--- src/design/irkd_pkg.sv ---
`timescale 1ns / 1ps
// ----------------------------------------------------------------------------
// irkd_pkg: shared types and constants of the IR remote key decoder
// Event kinds, the stock key table and the match result struct.
// ----------------------------------------------------------------------------
package irkd_pkg;

    // Event kinds on the input channel
    localparam logic KIND_EDGE = 1'b0;
    localparam logic KIND_IDLE = 1'b1;

    localparam logic [7:0] THRESHOLD_RESET = 8'd32;

    localparam int unsigned STOCK_ROWS  = 8;
    localparam int unsigned STOCK_BYTES = 9;

    // Each row: nine code bytes, then the command character
    localparam logic [7:0] STOCK_KEYS [STOCK_ROWS][STOCK_BYTES + 1] = '{
        '{8'hBE, 8'hFF, 8'hEB, 8'hAA, 8'hAA, 8'hFE, 8'hFF, 8'hAB, 8'h02, 8'h50},
        '{8'hBE, 8'hFF, 8'hEB, 8'hAA, 8'hFE, 8'hFA, 8'hAB, 8'hAF, 8'h02, 8'h2B},
        '{8'hBE, 8'hFF, 8'hEB, 8'hAA, 8'hBA, 8'hBA, 8'hEF, 8'hEF, 8'h02, 8'h2D},
        '{8'hBE, 8'hFF, 8'hEB, 8'hAA, 8'hBE, 8'hFF, 8'hEB, 8'hAA, 8'h02, 8'h43},
        '{8'hBE, 8'hFF, 8'hEB, 8'hAA, 8'hAA, 8'hFA, 8'hFF, 8'hAF, 8'h02, 8'h53},
        '{8'hBE, 8'hFF, 8'hEB, 8'hAA, 8'hAA, 8'hFF, 8'hFF, 8'hAA, 8'h02, 8'h54},
        '{8'hBE, 8'hFF, 8'hEB, 8'hAA, 8'hEE, 8'hFE, 8'hBB, 8'hAB, 8'h02, 8'h74},
        '{8'hBE, 8'hFF, 8'hEB, 8'hAA, 8'hAE, 8'hFF, 8'hFB, 8'hAA, 8'h02, 8'h46}
    };

    typedef struct packed {
        logic       hit;
        logic [2:0] key_index;
        logic [7:0] key_code;
    } t_match;

    // Code byte of a table row; rows and bytes past the stock table are zero
    function automatic logic [7:0] key_byte(input int unsigned row, input int unsigned idx);
        logic [7:0] val;
        val = 8'h00;
        if (row < STOCK_ROWS && idx < STOCK_BYTES) begin
            val = STOCK_KEYS[row][idx];
        end
        return val;
    endfunction

    // Command character of a table row
    function automatic logic [7:0] key_char(input int unsigned row);
        logic [7:0] val;
        val = 8'h00;
        if (row < STOCK_ROWS) begin
            val = STOCK_KEYS[row][STOCK_BYTES];
        end
        return val;
    endfunction

endpackage

--- src/design/irkd_if.sv ---
`timescale 1ns / 1ps
// ----------------------------------------------------------------------------
// irkd_if: valid/ready channels of the IR remote key decoder
// Line events in, decoded key results out.
// ----------------------------------------------------------------------------
interface irkd_event_if;
    logic       valid;
    logic       ready;
    logic       kind;
    logic [7:0] interval;

    modport source (output valid, output kind, output interval, input ready);
    modport sink   (input valid, input kind, input interval, output ready);
endinterface

interface irkd_result_if;
    logic       valid;
    logic       ready;
    logic       matched;
    logic [2:0] key_index;
    logic [7:0] key_code;
    logic [6:0] bits_received;

    modport source (output valid, output matched, output key_index, output key_code,
                    output bits_received, input ready);
    modport sink   (input valid, input matched, input key_index, input key_code,
                    input bits_received, output ready);
endinterface

--- src/design/irkd_matcher.sv ---
`timescale 1ns / 1ps
// ----------------------------------------------------------------------------
// irkd_matcher: key table compare
// Compares a packed frame with every key row; the highest matching row wins.
// ----------------------------------------------------------------------------
module irkd_matcher #(
    parameter int FRAME_BYTES = 9,
    parameter int KEY_COUNT   = 8
) (
    input  logic [FRAME_BYTES*8-1:0] i_frame,
    output irkd_pkg::t_match         o_match
);

    localparam int FRAME_BITS = FRAME_BYTES * 8;

    logic [KEY_COUNT-1:0] w_row_hit;

    for (genvar gr = 0; gr < KEY_COUNT; gr++) begin : g_row
        logic [FRAME_BITS-1:0] w_row_code;
        for (genvar gb = 0; gb < FRAME_BYTES; gb++) begin : g_byte
            assign w_row_code[gb*8 +: 8] = irkd_pkg::key_byte(gr, gb);
        end
        assign w_row_hit[gr] = (i_frame == w_row_code);
    end

    // Later rows override earlier ones
    always_comb begin
        o_match = '0;
        for (int r = 0; r < KEY_COUNT; r++) begin
            if (w_row_hit[r]) begin
                o_match.hit       = 1'b1;
                o_match.key_index = 3'(r);
                o_match.key_code  = irkd_pkg::key_char(r);
            end
        end
    end

endmodule

--- src/design/ir_remote_key_decoder_unit.sv ---
`timescale 1ns / 1ps
// ----------------------------------------------------------------------------
// ir_remote_key_decoder_unit: pulse-distance IR remote key decoder
// Collects frame bits from line events and looks the frame up in a key table.
// ----------------------------------------------------------------------------
// Usage:
//   i_evt carries line events: an edge with the interval since the previous
//   edge, or an idle timeout. The first edge opens a frame; each later edge
//   adds one bit (1 when interval < threshold). The frame closes on its last
//   bit or on idle, and one result goes out on o_res: match flag, row, command
//   character and bit count. Events that close nothing give no result.
//   i_cfg_we / i_cfg_wdata write the bit threshold; write only while idle.
//   A closing event goes from its transfer into the input register and
//   from there into the result register. Throughput: one event per cycle
//   while no result waits on o_res.ready, since the bit capture and the
//   parallel frame compare are combinational.
//   Reset: threshold 32, no frame open, output empty.
//   Stall: while a result waits on o_res.ready, the event held in the input
//   register waits too, and i_evt.ready drops once that register is full.
// ----------------------------------------------------------------------------
module ir_remote_key_decoder_unit #(
    parameter int FRAME_BYTES = 9,
    parameter int KEY_COUNT   = 8
) (
    input  logic                 i_clk,
    input  logic                 i_rst_n,
    input  logic                 i_cfg_we,
    input  logic [7:0]           i_cfg_wdata,
    irkd_event_if.sink           i_evt,
    irkd_result_if.source        o_res
);

    localparam int FRAME_BITS = FRAME_BYTES * 8;
    localparam int CNT_W      = $clog2(FRAME_BITS + 1);
    localparam int IDX_W      = $clog2(FRAME_BITS);

    logic [7:0]            r_threshold;
    logic                  r_in_valid;
    logic                  r_kind;
    logic [7:0]            r_interval;
    logic [FRAME_BITS-1:0] r_frame;
    logic [CNT_W-1:0]      r_count;
    logic                  r_receiving;
    logic                  r_out_valid;
    irkd_pkg::t_match      r_match;
    logic [6:0]            r_bits;

    logic                  w_go;
    logic                  w_open;
    logic                  w_bit_edge;
    logic                  w_close;
    logic [FRAME_BITS-1:0] w_bit_sel;
    logic [FRAME_BITS-1:0] w_frame_upd;
    logic [CNT_W-1:0]      w_count_upd;
    irkd_pkg::t_match      w_match;

    // Work stage advances unless a finished result is still waiting
    assign w_go       = r_in_valid && (!r_out_valid || o_res.ready);
    assign w_open     = (r_kind == irkd_pkg::KIND_EDGE) && !r_receiving;
    assign w_bit_edge = (r_kind == irkd_pkg::KIND_EDGE) && r_receiving;
    assign w_bit_sel  = FRAME_BITS'(1) << r_count[IDX_W-1:0];

    always_comb begin
        w_frame_upd = r_frame;
        w_count_upd = r_count;
        if (w_bit_edge) begin
            if (r_interval < r_threshold) begin
                w_frame_upd = r_frame | w_bit_sel;
            end
            w_count_upd = r_count + CNT_W'(1);
        end
    end

    assign w_close = r_receiving &&
                     ((r_kind == irkd_pkg::KIND_IDLE) || (w_count_upd == CNT_W'(FRAME_BITS)));

    irkd_matcher #(
        .FRAME_BYTES (FRAME_BYTES),
        .KEY_COUNT   (KEY_COUNT)
    ) u_matcher (
        .i_frame (w_frame_upd),
        .o_match (w_match)
    );

    assign i_evt.ready = !r_in_valid || w_go;

    always_ff @(posedge i_clk) begin
        if (!i_rst_n) begin
            r_threshold <= irkd_pkg::THRESHOLD_RESET;
        end else if (i_cfg_we) begin
            r_threshold <= i_cfg_wdata;
        end
    end

    // Input register
    always_ff @(posedge i_clk) begin
        if (!i_rst_n) begin
            r_in_valid <= 1'b0;
        end else if (i_evt.ready) begin
            r_in_valid <= i_evt.valid;
        end
    end

    always_ff @(posedge i_clk) begin
        if (i_evt.valid && i_evt.ready) begin
            r_kind     <= i_evt.kind;
            r_interval <= i_evt.interval;
        end
    end

    // Frame state
    always_ff @(posedge i_clk) begin
        if (!i_rst_n) begin
            r_frame     <= '0;
            r_count     <= '0;
            r_receiving <= 1'b0;
        end else if (w_go) begin
            if (w_open) begin
                r_frame     <= '0;
                r_count     <= '0;
                r_receiving <= 1'b1;
            end else begin
                r_frame <= w_frame_upd;
                r_count <= w_count_upd;
                if (w_close) begin
                    r_receiving <= 1'b0;
                end
            end
        end
    end

    // Result register
    always_ff @(posedge i_clk) begin
        if (!i_rst_n) begin
            r_out_valid <= 1'b0;
        end else if (w_go && w_close) begin
            r_out_valid <= 1'b1;
        end else if (o_res.ready) begin
            r_out_valid <= 1'b0;
        end
    end

    always_ff @(posedge i_clk) begin
        if (w_go && w_close) begin
            r_match <= w_match;
            r_bits  <= 7'(w_count_upd);
        end
    end

    assign o_res.valid         = r_out_valid;
    assign o_res.matched       = r_match.hit;
    assign o_res.key_index     = r_match.key_index;
    assign o_res.key_code      = r_match.key_code;
    assign o_res.bits_received = r_bits;

    a_count_bound: assert property (@(posedge i_clk) disable iff (!i_rst_n)
        r_count <= CNT_W'(FRAME_BITS))
        else $error("bit count past frame length");

    a_close_ends_frame: assert property (@(posedge i_clk) disable iff (!i_rst_n)
        (w_go && w_close) |=> (!r_receiving && r_out_valid))
        else $error("closed frame left open or result not loaded");

    a_open_clears: assert property (@(posedge i_clk) disable iff (!i_rst_n)
        (w_go && w_open) |=> (r_receiving && r_count == '0 && r_frame == '0))
        else $error("new frame not cleared");

    a_no_result_unless_open: assert property (@(posedge i_clk) disable iff (!i_rst_n)
        (w_go && !r_receiving) |=> (!r_out_valid || $past(r_out_valid)))
        else $error("result produced with no frame open");

endmodule

--- src/flat_wrapper.sv ---
// flat-port wrapper written by rule: the top's interface ports become plain ports
module ir_remote_key_decoder_unit_flat 
#(
    parameter int FRAME_BYTES = 9,
    parameter int KEY_COUNT   = 8
)
  (i_clk, i_rst_n, i_cfg_we, i_cfg_wdata, i_evt_valid, i_evt_kind, i_evt_interval, i_evt_ready, o_res_valid, o_res_matched, o_res_key_index, o_res_key_code, o_res_bits_received, o_res_ready);
  irkd_event_if i_evt_i ();
  irkd_result_if o_res_i ();
  input  logic i_clk;
  input  logic i_rst_n;
  input  logic i_cfg_we;
  input  logic [7:0] i_cfg_wdata;
  input wire logic [$bits(i_evt_i.valid)-1:0] i_evt_valid;
  input wire logic [$bits(i_evt_i.kind)-1:0] i_evt_kind;
  input wire logic [$bits(i_evt_i.interval)-1:0] i_evt_interval;
  output wire logic [$bits(i_evt_i.ready)-1:0] i_evt_ready;
  output wire logic [$bits(o_res_i.valid)-1:0] o_res_valid;
  output wire logic [$bits(o_res_i.matched)-1:0] o_res_matched;
  output wire logic [$bits(o_res_i.key_index)-1:0] o_res_key_index;
  output wire logic [$bits(o_res_i.key_code)-1:0] o_res_key_code;
  output wire logic [$bits(o_res_i.bits_received)-1:0] o_res_bits_received;
  input wire logic [$bits(o_res_i.ready)-1:0] o_res_ready;
  assign i_evt_i.valid = i_evt_valid;
  assign i_evt_i.kind = i_evt_kind;
  assign i_evt_i.interval = i_evt_interval;
  assign i_evt_ready = i_evt_i.ready;
  assign o_res_valid = o_res_i.valid;
  assign o_res_matched = o_res_i.matched;
  assign o_res_key_index = o_res_i.key_index;
  assign o_res_key_code = o_res_i.key_code;
  assign o_res_bits_received = o_res_i.bits_received;
  assign o_res_i.ready = o_res_ready;
  ir_remote_key_decoder_unit #(.FRAME_BYTES(FRAME_BYTES), .KEY_COUNT(KEY_COUNT)) u_core (.i_clk(i_clk), .i_rst_n(i_rst_n), .i_cfg_we(i_cfg_we), .i_cfg_wdata(i_cfg_wdata), .i_evt(i_evt_i), .o_res(o_res_i));
endmodule
--- config.mk ---
export PLATFORM = sky130hd
export DESIGN_NAME = ir_remote_key_decoder_unit_flat
export DESIGN_NICKNAME = d
export VERILOG_FILES = /design/src/design/irkd_pkg.sv /design/src/design/irkd_if.sv /design/src/design/irkd_matcher.sv /design/src/design/ir_remote_key_decoder_unit.sv /design/src/flat_wrapper.sv
export SDC_FILE = /design/constraint.sdc
export NUM_CORES = 1
export LEC_CHECK = 0
export ABC_CLOCK_PERIOD_IN_PS = 3600
export BUFFER_PORTS_ARGS = -buffer_cell sky130_fd_sc_hd__buf_2
export CORE_ASPECT_RATIO = 1.1
export CORE_MARGIN = 3
export CORE_UTILIZATION = 56
export CTS_BUF_LIST = sky130_fd_sc_hd__clkbuf_4
export DETAILED_ROUTE_END_ITERATION = 12
export MAX_ROUTING_LAYER = met4
export PLACE_DENSITY = 0.71
export SYNTH_ARGS = -nofsm -noshare
export SYNTH_HDL_FRONTEND = slang
export SYNTH_SLANG_ARGS = --single-unit
--- constraint.sdc ---
create_clock -name i_clk -period 3.6 [get_ports i_clk]
set_input_delay 0.18 -clock i_clk [delete_from_list [all_inputs] [get_ports i_clk]]
set_output_delay 0.18 -clock i_clk [all_outputs]
set_load 0.01 [all_outputs]
Word-level counts from Yosys, hierarchy flattened

Index checks and enable logic that the tools add are counted.

Bits in registers: 118
Output and inout bits: 21
Bits of input ports: 22
Word-level logic and storage cells: 67

Mux-type cells: 16
$lt $le $gt $ge: 1
Shift operators: 1
Bitwise gates (word level): 2
Reductions and logical operators: 20
Equality and inequality tests: 9
Add/subtract/negate cells: 1

Operators with widths:

| kind                                             | number |
|---|---|
| == test 72 x 66 -> 1 bit, second input constant  | 8 |
| 2-to-1 mux 72 bit                                | 3 |
| OR 72 bit                                        | 1 |
| << shifter 1 x 7 -> 72 bit, first input constant | 1 |
| 2-to-1 mux 11 bit                                | 3 |
| 2-to-1 mux 10 bit                                | 2 |
| 2-to-1 mux 7 bit                                 | 2 |
| 2-to-1 mux 12 bit                                | 1 |
| 2-to-1 mux 9 bit                                 | 1 |
| < comparator 8 bit                               | 1 |
| adder 7 x 1 -> 7 bit, second input constant      | 1 |
| == test 7 bit, second input constant             | 1 |
| OR reduction 7 bit                               | 1 |
| logical AND 1 bit                                | 6 |
| OR reduction 5 bit                               | 1 |
| 2-to-1 mux 1 bit                                 | 4 |
| nonzero test 2 bit                               | 2 |
| OR reduction 4 bit                               | 1 |
| logical NOT 1 bit                                | 3 |
| logical OR 1 bit                                 | 3 |
| OR reduction 3 bit                               | 1 |
| AND reduction 2 bit                              | 1 |
| OR reduction 2 bit                               | 1 |
| NOT 1 bit                                        | 1 |

Depth between registers and ports, before layout

Word-level depth: 12
Depth in mapped cells: 14
Mapped depth without buffers: 11

Modules after synthesis

Synthesis repeated with hierarchy kept, for this count alone.

Cells, all modules: 574
Area, all modules: 5766.8 um2

Modules (own cells, without submodules):

| module                     | area each (um2) | sequential area each (um2) | instances | cells an instance |
|---|---|---|---|---|
| ir_remote_key_decoder_unit | 5218.8          | 2642.5                     | 1         | 501 |
| irkd_matcher               | 548.0           | 0.0                        | 1         | 73 |

Worst setup path after synthesis

OpenSTA, ideal clock, no wires.

Path kind: flip-flop to flip-flop
From: register u_core.r_interval[7]
To: register u_core.r_match, in the netlist u_core.o_res.key_index[0], data pin
Library setup time: 0.170 ns
Period minus slack after synthesis: 3.242 ns
Buffers on the path: 2
Data required time: 3.430 ns
Arrival: 3.071 ns
Cell stages (with the launch flop): 13
Slack: 0.358 ns
Cell sequence: edfxtp_1 ha_1 a41o_1 a21o_1 clkbuf_1 a211oi_1 a31oi_1 or4_1 nor3_1 and4b_1 buf_4 nand3_2 o32ai_2

Cells in the longest elaborated chain, start to end: 10
Elaborated cells between the ends (all ways): 16
Those cells by class: 1 x order compare; 7 x eq/ne; 8 x mux

Ends and longest elaborated chain:

| element                        | line                              | text |
|---|---|---|
| start, declared                | ir_remote_key_decoder_unit.sv:40  | `logic [7:0] r_interval;` |
| start signal, assigned         | ir_remote_key_decoder_unit.sv:107 | `r_interval <= i_evt.interval;` |
| < comparator 8 bit *           | ir_remote_key_decoder_unit.sv:67  | `if (r_interval < r_threshold) begin` |
| 2-to-1 mux 72 bit *            | ir_remote_key_decoder_unit.sv:67  |  |
| 2-to-1 mux 72 bit *            | ir_remote_key_decoder_unit.sv:66  | `if (w_bit_edge) begin` |
| == test 72 x 66 -> 1 bit       | irkd_matcher.sv:23                | `assign w_row_hit[gr] = (i_frame == w_row_code);` |
| 2-to-1 mux 11 bit (3 in a row) | irkd_matcher.sv:30                | `if (w_row_hit[r]) begin` |
| 2-to-1 mux 10 bit (2 in a row) | irkd_matcher.sv:30                |  |
| 2-to-1 mux 9 bit               | irkd_matcher.sv:30                |  |
| end signal, assigned           | ir_remote_key_decoder_unit.sv:145 | `r_match <= w_match;` |
| end, declared                  | ir_remote_key_decoder_unit.sv:45  | `irkd_pkg::t_match r_match;` |

Every way passes the cells marked *; elsewhere a longest branch is shown, timed or not.
A chain may end at the register's enable or synchronous reset.

Worst setup path in the final report

From: register u_core.r_interval[6]
To: register u_core.r_match, in the netlist u_core.o_res.key_index[0], data pin

The elaborated chain is that of the path after synthesis.

==> results.yml <==
sta:
  grt_setup_unrepaired: "yes"
  fin_crit_sh: 0.982
  setup_ws_ps: 63.5
  skew_ps: 15.2
  drv_slew: 0
  maxSlewHeadroom: 0.375
  max_freq_ghz: 0.283
  setup_viol: 0
  min_period_ps: 3540
  finalSetupTns_ps: 0
  hold_viol: 0
  worstMarginPinSlew_ps: 930
critical_path:
  worst-setup-path-type: "flop to flop"
  endpoint_kind: "flop"
  arrival_ps: 3890
  start_kind: "flop"
  startpoint: "u_core.r_interval[6]"
  critPathMaxFanout: 7
  cp.required_ps: 3950
  r2r_start: "u_core.r_interval[6]"
clocking:
  clock_latency_ps: 510
  clock-sinks: 117
  cts_tree: "yes"
  clockBufferDepth: 2
  cts_root_buf: "clkbuf_4"
  clk_pin_slew_ps: 110
  cts_made_buffers: 17
  htreeDepth: 4
pwr:
  internal-power_uw: 1780
  pwr_density_cell_nw_per_um2: 358
  power_frac_seq: 0.561
  p_leak_uw: 0.00244
  combPwrFrac: 0.074
  p_clk_frac: 0.365
  p_sw_frac: 0.267
  peakVddDrop_mv: 0.222
  p_switching_uw: 648
die:
  start_util: 0.577
  die_h_um: 112
  num_rows: 38
  die_w_um: 102
  fp.coreArea_um2: 9940
  dieArea_um2: 11500
  pin_count: 43
global_route:
  antenna_found_initial: 0
  grt_usage: 0.313
  grt_pass1_vias: 5250
  gr-total-overflow: 0
  grt_pass1_wl_um: 27100
  grt_max_degree: 31
synthesis:
  ys_ff_latch: 117
  ys_seq_area_frac: 0.456
  synth_ff_type: "dfxtp_1"
  yosysWarnings: 0
  synth_area_um2: 5730
  syn_avg_cell_area_um2: 8.74
  synthArstFlopShare: 0
  synth_edf_count: 27
  synthCells: 656
  syn_nets: 691
  synth_cell_type_count: 71
drt:
  topRoutingLayerUsed: "met4"
  via_count: 5443
  drtIter0Drc: 595
  dr.pass1.iters: 7
  drc: 0
  m1WireLength_um: 7000
  wire_per_inst_um: 19.4
  ant_nets: 0
  routed_wl_um: 16900
  wl_met3_um: 1150
  routed_via_density: 6.25
  met2_wirelength_um: 8120
place:
  dp_hpwl_um: 12100
  globalplace.congestion: 1.02
  portBuffers: 41
  dp_worst_setup_slack_ps: 5.46
  dpl.cell_count: 817
  post_dp_cell_area_um2: 6230
final_layout:
  stdcell_area_um2: 6780
  n_antenna_cell: 0
  nets: 773
  layout_commonest_cell: "nor2_1"
  layout-drive-gt1-share: 0.192
  final_cell_mix: "nor2_1 (103), dfxtp_1 (90), a21oi_1 (72)"
  area_delta_synth_final_pct: 18.3
  fin_cells: 871
status:
  run_status: "finished, final reports clean"
worst_hold_path:
  min_path_type: "input port to flop"
  min_from: "i_rst_n"
flow_run:
  drv_cap: 0
## layout make-up
cell class                 instances  area [um2]
clock buffer                      18         135
clock inverter                    14         125
fill                             842        3160
inverter                          24        90.1
multi-input combinational        473        2920
sequential                       117        2610
tap                              120         150
timing repair buffer             105         743
## synthesized netlist by cell type (5+ instances only)
master | count | area share
nor2b_1 | 21 | 0.023
nand3_1 | 14 | 0.012
or4_1 | 5 | 0.0065
nor2_1 | 103 | 0.067
nand2b_1 | 5 | 0.0055
nand4_1 | 13 | 0.014
edfxtp_1 | 27 | 0.14
ha_1 | 13 | 0.028
a21oi_1 | 75 | 0.065
mux2i_1 | 9 | 0.016
o21ai_0 | 16 | 0.014
and2_1 | 13 | 0.014
inv_1 | 23 | 0.015
a31oi_1 | 36 | 0.039
nand2_1 | 31 | 0.020
nor3_1 | 12 | 0.010
a21o_1 | 7 | 0.0092
a21boi_0 | 5 | 0.0065
a211oi_1 | 9 | 0.012
nor4_1 | 7 | 0.0076
dfxtp_1 | 90 | 0.31
clkbuf_1 | 32 | 0.021
## worst max-delay path: stages (launching register included)
cell	delay, ps
edfxtp_1	400
ha_1	340
a21o_1	230
a2111o_1	540
a211oi_2	340
a21oi_1	110
or4_1	530
a21oi_1	130
and4b_1	270
buf_6	160
nand3_2	90
o32ai_2	250
## power by group through the flow
stage | clock [uW] | sequential, uW | combinational, uW
2_1_floorplan | 0 | 1390 | 94.5
4_1_cts | 907 | 1360 | 168
6_report | 887 | 1360 | 180
5_1_grt | 962 | 1360 | 197
3_3_place_gp | 0 | 1390 | 148
3_5_place_dp | 0 | 1390 | 151
## layer usage
metal | global-route usage | up-vias
met5 | - | -
met4 | 0.118 | 0
met3 | 0.0559 | 51
met2 | 0.495 | 248
met1 | 0.398 | 2584
li1 | - | 2560
## cells by family after synthesis
logic type               after synthesis  share of synthesized area
AND/OR/NAND/NOR                      245                      0.214
AO/OA/AOI/OAI                        199                      0.229
flip-flops                           117                      0.456
buffers and inverters                 66                     0.0467
adder cells (fa/ha/maj)               13                     0.0284
multiplexers                          10                     0.0177
XOR/XNOR                               5                    0.00764
other                                  1                   0.000654
## state kept, by name (all words and copies together), names as in the netlist
name	flops
u_core.o_res.key_index	3
u_core.r_in_valid	1
u_core.r_interval	8
u_core.r_receiving	1
u_core.r_threshold	8
u_core.r_count	7
u_core.o_res.valid	1
u_core.r_kind	1
u_core.r_frame	72
u_core.o_res.key_code	7
u_core.o_res.matched	1
u_core.o_res.bits_received	7
## worst paths after layout
| check | end | slack (ps) | cells past startpoint |
|---|---|---|---|
| max | u_core.o_res.key_index[0] | 60 | 11 |
| min reg2reg | u_core.r_frame[35] | 470 | 2 |
| min | u_core.r_threshold[5] | 40 | 2 |
| max reg2reg | u_core.o_res.key_index[0] | 60 | 11 |
## what timing repair did
item,in CTS,in global routing
buffers inserted,0,2
hold buffers,20,0
resized for setup,0,15
hold endpoints to repair,19,0
endpoints found under the setup margin,0,11
## metrics by stage
step | hold slack (ps) | power [uW] | utilization
floorplan | 279 | 1490 | -
global placement | 357 | 1540 | 0.627
detailed placement | 358 | 1540 | 0.627
CTS | 14.0 | 2440 | 0.673
global route | 20.2 | 2520 | 0.682
finish | 43.9 | 2430 | 0.682
Note: power is estimated with default switching activity, not from simulation.
